[src/hdl/sha_pkg.sv]
package sha_pkg;

    // Round constants of the compression function.
    localparam logic [31:0] K_ROUND [64] = '{
        32'h428a2f98, 32'h71374491, 32'hb5c0fbcf, 32'he9b5dba5,
        32'h3956c25b, 32'h59f111f1, 32'h923f82a4, 32'hab1c5ed5,
        32'hd807aa98, 32'h12835b01, 32'h243185be, 32'h550c7dc3,
        32'h72be5d74, 32'h80deb1fe, 32'h9bdc06a7, 32'hc19bf174,
        32'he49b69c1, 32'hefbe4786, 32'h0fc19dc6, 32'h240ca1cc,
        32'h2de92c6f, 32'h4a7484aa, 32'h5cb0a9dc, 32'h76f988da,
        32'h983e5152, 32'ha831c66d, 32'hb00327c8, 32'hbf597fc7,
        32'hc6e00bf3, 32'hd5a79147, 32'h06ca6351, 32'h14292967,
        32'h27b70a85, 32'h2e1b2138, 32'h4d2c6dfc, 32'h53380d13,
        32'h650a7354, 32'h766a0abb, 32'h81c2c92e, 32'h92722c85,
        32'ha2bfe8a1, 32'ha81a664b, 32'hc24b8b70, 32'hc76c51a3,
        32'hd192e819, 32'hd6990624, 32'hf40e3585, 32'h106aa070,
        32'h19a4c116, 32'h1e376c08, 32'h2748774c, 32'h34b0bcb5,
        32'h391c0cb3, 32'h4ed8aa4a, 32'h5b9cca4f, 32'h682e6ff3,
        32'h748f82ee, 32'h78a5636f, 32'h84c87814, 32'h8cc70208,
        32'h90befffa, 32'ha4506ceb, 32'hbef9a3f7, 32'hc67178f2
    };

    // Initial chaining value.
    localparam logic [31:0] H_INIT [8] = '{
        32'h6a09e667, 32'hbb67ae85, 32'h3c6ef372, 32'ha54ff53a,
        32'h510e527f, 32'h9b05688c, 32'h1f83d9ab, 32'h5be0cd19
    };

    localparam logic       KIND_BYTE   = 1'b0;
    localparam logic       KIND_FINISH = 1'b1;
    localparam logic [7:0] PAD_BYTE    = 8'h80;
    localparam int         QUEUE_DEPTH = 4;

    // Request passed from the front end to the round engine.
    typedef struct packed {
        logic       kind;
        logic [7:0] data_byte;
    } t_req;

    typedef enum logic [2:0] {
        ST_COLLECT,
        ST_PAD,
        ST_ROUNDS,
        ST_ADD,
        ST_EMIT
    } t_eng_state;

    function automatic logic [31:0] rotr(input logic [31:0] x, input int n);
        rotr = (x >> n) | (x << (32 - n));
    endfunction

endpackage

[src/hdl/sha_front.sv]
module sha_front
    import sha_pkg::*;
(
    input  logic       i_clk,
    input  logic       i_rst_n,
    input  logic       i_push,
    output logic       o_full,
    input  logic       i_kind,
    input  logic [7:0] i_data_byte,
    output logic       o_req_valid,
    output t_req       o_req,
    input  logic       i_req_take
);

    localparam int PW = $clog2(QUEUE_DEPTH);

    t_req            r_mem [QUEUE_DEPTH];
    logic [PW-1:0]   r_wp, r_rp;
    logic [PW:0]     r_cnt;
    logic            w_push, w_pop;

    assign o_full      = (r_cnt == (PW+1)'(QUEUE_DEPTH));
    assign o_req_valid = (r_cnt != '0);
    assign o_req       = r_mem[r_rp];
    assign w_push      = i_push && !o_full;
    assign w_pop       = i_req_take && o_req_valid;

    // Queue storage; the data byte is cleared on a finish request.
    always_ff @(posedge i_clk) begin
        if (w_push) begin
            r_mem[r_wp].kind      <= i_kind;
            r_mem[r_wp].data_byte <= (i_kind == KIND_FINISH) ? 8'h00 : i_data_byte;
        end
    end

    // Pointers and occupancy.
    always_ff @(posedge i_clk) begin
        if (!i_rst_n) begin
            r_wp  <= '0;
            r_rp  <= '0;
            r_cnt <= '0;
        end else begin
            if (w_push) r_wp <= r_wp + 1'b1;
            if (w_pop)  r_rp <= r_rp + 1'b1;
            r_cnt <= r_cnt + (PW+1)'(w_push) - (PW+1)'(w_pop);
        end
    end

endmodule

[src/hdl/sha_engine.sv]
module sha_engine
    import sha_pkg::*;
(
    input  logic        i_clk,
    input  logic        i_rst_n,
    input  logic        i_req_valid,
    input  t_req        i_req,
    output logic        o_req_take,
    output logic        o_empty,
    input  logic        i_pop,
    output logic [31:0] o_digest_word,
    output logic [2:0]  o_word_index,
    output logic        o_last_word
);

    t_eng_state  r_state, n_state;
    logic [31:0] r_w [16];
    logic [31:0] r_v [8];
    logic [31:0] r_h [8];
    logic [5:0]  r_round;
    logic [60:0] r_nblk;
    logic [5:0]  r_fill;
    logic [63:0] r_total;
    logic        r_final;
    logic        r_padding;
    logic        r_pad_first;
    logic [2:0]  r_oi;

    logic [31:0] w_cur, w_new, t1, t2, s0, s1;
    logic [31:0] w_word;
    logic [7:0]  w_pad_byte;
    logic        w_byte_take;

    // Message schedule: word 0 is the current round's input.
    always_comb begin
        s0    = rotr(r_w[1], 7) ^ rotr(r_w[1], 18) ^ (r_w[1] >> 3);
        s1    = rotr(r_w[14], 17) ^ rotr(r_w[14], 19) ^ (r_w[14] >> 10);
        w_new = s1 + r_w[9] + s0 + r_w[0];
        w_cur = r_w[0];
        t1 = r_v[7] + (rotr(r_v[4], 6) ^ rotr(r_v[4], 11) ^ rotr(r_v[4], 25))
           + ((r_v[4] & r_v[5]) ^ (~r_v[4] & r_v[6])) + K_ROUND[r_round] + w_cur;
        t2 = (rotr(r_v[0], 2) ^ rotr(r_v[0], 13) ^ rotr(r_v[0], 22))
           + ((r_v[0] & r_v[1]) ^ (r_v[0] & r_v[2]) ^ (r_v[1] & r_v[2]));
    end

    // Padding byte for the current fill position: the marker byte first, then zeros,
    // and the big-endian bit length in the last eight bytes of the final block.
    always_comb begin
        w_pad_byte = 8'h00;
        if (r_pad_first) w_pad_byte = PAD_BYTE;
        else if (r_final && r_fill >= 6'd56)
            w_pad_byte = r_total[{~r_fill[2:0], 3'b000} +: 8];
    end

    // Control.
    always_comb begin
        n_state     = r_state;
        o_req_take  = 1'b0;
        w_byte_take = 1'b0;
        case (r_state)
            ST_COLLECT: begin
                if (i_req_valid) begin
                    o_req_take = 1'b1;
                    if (i_req.kind == KIND_BYTE) begin
                        w_byte_take = 1'b1;
                        if (r_fill == 6'd63) n_state = ST_ROUNDS;
                    end else begin
                        n_state = ST_PAD;
                    end
                end
            end
            ST_PAD: if (r_fill == 6'd63) n_state = ST_ROUNDS;
            ST_ROUNDS: if (r_round == 6'd63) n_state = ST_ADD;
            ST_ADD: begin
                if (r_final) n_state = ST_EMIT;
                else if (r_padding) n_state = ST_PAD;
                else n_state = ST_COLLECT;
            end
            ST_EMIT: if (i_pop && r_oi == 3'd7) n_state = ST_COLLECT;
            default: n_state = ST_COLLECT;
        endcase
    end

    assign w_word = {r_w[15][23:0], (r_state == ST_PAD) ? w_pad_byte : i_req.data_byte};

    // Datapath registers.
    always_ff @(posedge i_clk) begin
        if (!i_rst_n) begin
            r_state     <= ST_COLLECT;
            r_fill      <= '0;
            r_round     <= '0;
            r_nblk      <= '0;
            r_final     <= 1'b0;
            r_padding   <= 1'b0;
            r_pad_first <= 1'b0;
            r_oi        <= '0;
            for (int i = 0; i < 8; i++) r_h[i] <= H_INIT[i];
        end else begin
            r_state <= n_state;
            if (w_byte_take || r_state == ST_PAD) begin
                // The first byte of each word shifts the window; later bytes fill it.
                if (r_fill[1:0] == 2'd0) begin
                    for (int i = 0; i < 15; i++) r_w[i] <= r_w[i+1];
                    r_w[15] <= w_word;
                end else begin
                    r_w[15] <= w_word;
                end
                r_fill <= r_fill + 6'd1;
                if (r_state == ST_PAD) r_pad_first <= 1'b0;
            end
            if (r_state == ST_COLLECT && i_req_valid && i_req.kind == KIND_FINISH) begin
                r_total     <= {r_nblk, 3'b000} + {55'd0, r_fill, 3'b000};
                r_padding   <= 1'b1;
                r_pad_first <= 1'b1;
                r_final     <= (r_fill < 6'd56);
            end
            if (n_state == ST_ROUNDS && r_state != ST_ROUNDS) begin
                for (int i = 0; i < 8; i++) r_v[i] <= r_h[i];
                r_round <= '0;
            end
            if (r_state == ST_ROUNDS) begin
                r_v[7] <= r_v[6]; r_v[6] <= r_v[5]; r_v[5] <= r_v[4];
                r_v[4] <= r_v[3] + t1;
                r_v[3] <= r_v[2]; r_v[2] <= r_v[1]; r_v[1] <= r_v[0];
                r_v[0] <= t1 + t2;
                for (int i = 0; i < 15; i++) r_w[i] <= r_w[i+1];
                r_w[15] <= w_new;
                r_round <= r_round + 6'd1;
            end
            if (r_state == ST_ADD) begin
                for (int i = 0; i < 8; i++) r_h[i] <= r_h[i] + r_v[i];
                if (!r_padding) r_nblk <= r_nblk + 61'd64;
                // The block after an overflowing pad carries the length.
                if (r_padding && !r_final) r_final <= 1'b1;
            end
            if (r_state == ST_EMIT && i_pop) begin
                r_oi <= r_oi + 3'd1;
                if (r_oi == 3'd7) begin
                    for (int i = 0; i < 8; i++) r_h[i] <= H_INIT[i];
                    r_nblk    <= '0;
                    r_fill    <= '0;
                    r_final   <= 1'b0;
                    r_padding <= 1'b0;
                end
            end
        end
    end

    assign o_empty       = (r_state != ST_EMIT);
    assign o_digest_word = r_h[r_oi];
    assign o_word_index  = r_oi;
    assign o_last_word   = (r_oi == 3'd7);

endmodule

[src/hdl/sha256_stream_hasher.sv]
// Channel   | Handshake         | Payload
// input     | i_push / o_full   | i_kind, i_data_byte
// result    | o_empty / i_pop   | o_digest_word, o_word_index, o_last_word
// Bytes are taken one at a time while collecting; each full 64-byte block then
// passes through the single round unit (64 rounds plus chain update), during
// which bytes wait in the front queue. A finish pads the block, compresses once
// or twice and then holds eight results until they are popped.
// Reset is synchronous and active low; it restores the initial chaining value.
module sha256_stream_hasher
    import sha_pkg::*;
(
    input  logic        i_clk,
    input  logic        i_rst_n,
    input  logic        i_push,
    output logic        o_full,
    input  logic        i_kind,
    input  logic [7:0]  i_data_byte,
    output logic        o_empty,
    input  logic        i_pop,
    output logic [31:0] o_digest_word,
    output logic [2:0]  o_word_index,
    output logic        o_last_word
);

    logic w_valid, w_take;
    t_req w_req;

    sha_front u_front (
        .i_clk, .i_rst_n, .i_push, .o_full, .i_kind, .i_data_byte,
        .o_req_valid(w_valid), .o_req(w_req), .i_req_take(w_take)
    );

    sha_engine u_engine (
        .i_clk, .i_rst_n, .i_req_valid(w_valid), .i_req(w_req), .o_req_take(w_take),
        .o_empty, .i_pop, .o_digest_word, .o_word_index, .o_last_word
    );

endmodule

[config.mk]
export PLATFORM = sky130hd
export DESIGN_NAME = sha256_stream_hasher
export DESIGN_NICKNAME = d
export VERILOG_FILES = /design/src/hdl/sha_pkg.sv /design/src/hdl/sha_front.sv /design/src/hdl/sha_engine.sv /design/src/hdl/sha256_stream_hasher.sv
export SDC_FILE = /design/constraint.sdc
export NUM_CORES = 2
export LEC_CHECK = 0
export ABC_AREA = 1
export BUFFER_PORTS_ARGS = -buffer_cell sky130_fd_sc_hd__buf_2
export CAP_MARGIN = 20
export CORE_MARGIN = 3
export CORE_UTILIZATION = 40
export CTS_CLUSTER_SIZE = 28
export DETAILED_ROUTE_END_ITERATION = 16
export GPL_TIMING_DRIVEN = 1
export RECOVER_POWER = 50
export SLEW_MARGIN = 0
export SYNTH_ARGS = -nofsm -noshare
export SYNTH_HDL_FRONTEND = slang
export SYNTH_HIERARCHICAL = 1
export SYNTH_SLANG_ARGS = --single-unit
[constraint.sdc]
create_clock -name i_clk -period 17.9 [get_ports i_clk]
set_clock_uncertainty 0.2 [all_clocks]
set_input_delay 3.58 -clock i_clk [delete_from_list [all_inputs] [get_ports i_clk]]
set_output_delay 3.58 -clock i_clk [all_outputs]
set_load 0.005 [all_outputs]
==> flow_summary.yaml <==
outcome:
  status: "complete, but fails checks"
  violations: "max-capacitance violations, max-slew violations"
setup_path:
  crit_arrival_ps: 12080
  r2r_setup_slack_ps: 8240
  crit_required_ps: 18140
  setup.worst_path.end_class: "register"
  path_max_fanout: 74
  critical_path_class: "in -> reg"
  critPathLaunchType: "primary input"
floorplan:
  die_y_um: 446
  io_pins: 51
  num_rows: 160
  die_width_um: 446
  die_area_um2: 198000
  initial_core_util_pct: 40.5
  core_region_area_um2: 191000
clock_tree:
  htree_levels: 4
  holdBufCountCts: 0
  clockRootBuffer: "clkbuf_16"
  post_cts_resize_count: 0
  path_clk_slew_ps: 60
  cts_tree: "done"
  post_cts_buffers: 0
  cts_buffers: 144
  clock_sinks: 1209
  cts_buffer_depth: 3
  clock_latency_ps: 820
logic_synthesis:
  synth_top_area_share_pct: 38.6
  synth-seq-cells: 1209
  ys_async_sr_fraction_pct: 0
  syn_nets: 9561
  netlist_area_um2: 77300
  ys_warn_count: 6
  synthFlopType: "edfxtp_1"
  synth_edf_count: 993
  postSynthCellCount: 8948
  synth_area_per_cell_um2: 8.64
  ys_top_cells_by_area: "edfxtp_1, nand2_1, ha_1"
  yosysSeqAreaShare_pct: 44.2
  synth_cell_types: 70
  synth_top_area_cell: "edfxtp_1"
detailed_routing:
  dr.pass1.iters: 8
  post_drt_via_cell_ratio: 5.79
  drt_iter0_markers: 7936
  routedWlPerCell_um: 26.9
  vias: 66677
  wl_um: 309000
  ant_nets: 0
  drc_errors: 0
pwr:
  pwr_density_cell_nw_per_um2: 163
  leakage_nw: 33.9
  vdd_drop_max_v: 0.000171
  power_mw: 13.9
layout:
  drive_above_1_share_pct: 4.65
  final_area_um2: 84800
  nets: 9489
  synthToLayoutAreaGrowth_pct: 9.72
sta:
  fin_ws_ps: 6070
  tightest_slew_ps: 4700
  max_freq_mhz: 84.5
  drv_slew: 832
  fin_crit_ps: 11830
  hold_viol: 0
  min_period_over_period_pct: 66.1
  relSlewSlack_pct: -213
  rsz0062_at_grt: "no"
  setup_tns_ps: 0
  setup_violations: 0
place:
  dp_hpwl_um: 239000
  place_ws_ps: 8520
  port_buffers: 50
  place_area_um2: 79900
  gp_congestion: 1.02
global_route:
  first_global_vias: 63563
  gr-total-overflow: 0
  grt_pass1_wl_um: 441000
  antenna_found_initial: 9
  grt_use_total_pct: 30.4
  grt_max_degree: 91
run:
  drv_cap: 17
min_path:
  hp-class: "reg -> reg"
==> layer usage <==
layer / routed length [µm] / vias up / track usage [%] / part of all wire, %
li1: - / 30290 / - / -
met1: 128000 / 32349 / 40.8 / 42
met2: 135000 / 3308 / 46.8 / 44
met3: 27900 / 720 / 6.58 / 9.0
met4: 17500 / 10 / 14.6 / 5.6
met5: 65 / - / 0 / 0.021
==> worst paths after layout <==
path / startpoint / end / cells after the start
max: i_rst_n / u_engine/r_w[4][26] / 11
min: u_engine/r_w[4][13] / u_engine/r_w[3][13] / 0
max reg2reg: u_engine/r_round[0] / u_engine/r_v[0][25] / 30
min reg2reg: u_engine/r_w[4][13] / u_engine/r_w[3][13] / 0
==> final cells by class <==
type | count | area, µm²
multi-input cells | 6318 | 37700
flip-flops and latches | 1209 | 34100
repair buffers | 122 | 719
diodes | 2 | 5.00
inverters | 1081 | 4070
well taps | 2511 | 3140
clock inverters | 82 | 1110
clock buffers | 185 | 3880
fillers | 18958 | 106000
==> power breakdown <==
group	leakage [nW]	total, mW	internal (mW)	switching, mW
registers	10.6	4.02	3.72	0.300
clock network	2.37	3.09	1.79	1.30
logic	20.9	6.74	2.26	4.48
total	33.9	13.9	7.77	6.09
==> critical path, stage by stage <==
cell and delay, ps:
buf_2 70, clkbuf_1 760, inv_1 560, nor2_1 300, clkinvlp_2 1490, nand2_1 410
clkbuf_1 1480, o21a_4 860, buf_4 740, buf_4 820, buf_4 790
==> cell usage after synthesis, types with 24 or more instances <==
cell         n
ha_1       404
clkbuf_1   265
a21oi_1    753
buf_2       54
nor2_1     712
xnor2_1    176
xor2_1     199
fa_1       196
maj3_1      30
a21boi_0    37
nand2_1   1777
nor4_1      25
or2_2       51
dfxtp_1    216
a21o_1      62
o22ai_1     24
o21a_1      45
edfxtp_1   993
a31oi_1     81
o21ai_0    868
o211ai_1    58
nand3_1    396
o21bai_1    54
nor3_1      88
inv_1     1067
nand4_1     89
o221ai_1    37
==> sequential cells by signal, indices dropped and copies added (netlist names), named ones only <==
name and flops:
u_engine/o_word_index 3, u_engine/r_fill 6, u_engine/r_final 1, u_engine/r_h 256
u_engine/r_nblk 55, u_engine/r_pad_first 1, u_engine/r_padding 1, u_engine/r_round 6
u_engine/r_state 3, u_engine/r_total 61, u_engine/r_v 256, u_engine/r_w 512
u_front/r_cnt 3, u_front/r_mem 36, u_front/r_rp 2, u_front/r_wp 2
==> stage by stage <==
| step | std cells | hold slack, ps | util (%) |
|---|---|---|---|
| 2_1_floorplan | 8948 | 200 | - |
| 3_3_place_gp | 11240 | 200 | 41.8 |
| 3_5_place_dp | 11240 | 205 | 41.8 |
| 4_1_cts | 11507 | 205 | 44.4 |
| 5_1_grt | 11509 | 209 | 44.4 |
| 6_report | 11510 | 205 | 44.4 |
==> cells by family (layout without fill, tap and decap cells) <==
group	count (synthesis)	count (layout)	synth area share (%)
buffers and inverters	1421	1470	7.04
AO/OA/AOI/OAI	2106	2106	15.2
flip-flops	1209	1209	44.2
adder cells (fa/ha/maj)	630	630	12.0
AND/OR/NAND/NOR	3200	3200	17.2
other	0	2	0
XOR/XNOR	375	375	4.25
multiplexers	7	7	0.0907
==> layout by cell type, fill, tap and decap left out, types with 11 or more instances in the layout <==
master and n:
o31ai_1 12, ha_1 404, o21ai_0 869, nand3_1 396
xnor2_1 176, a21oi_1 753, maj3_1 30, dfxtp_1 214
a211oi_1 11, nor3_1 88, or2_2 51, edfxtp_1 993
nand3b_1 17, nand4_1 89, a21o_1 62, o22ai_1 24
clkbuf_16 145, o211ai_1 58, bufinv_16 16, nor4_1 25
buf_2 44, nand2_1 1778, inv_1 1066, clkbuf_1 53
xor2_1 199, nor2_1 711, clkinv_1 33, o21bai_1 54
a31oi_1 81, buf_4 54, o21a_1 44, fa_1 196
o221ai_1 37, a21boi_0 37
No activity file was read; power rests on OpenSTA's default activity.
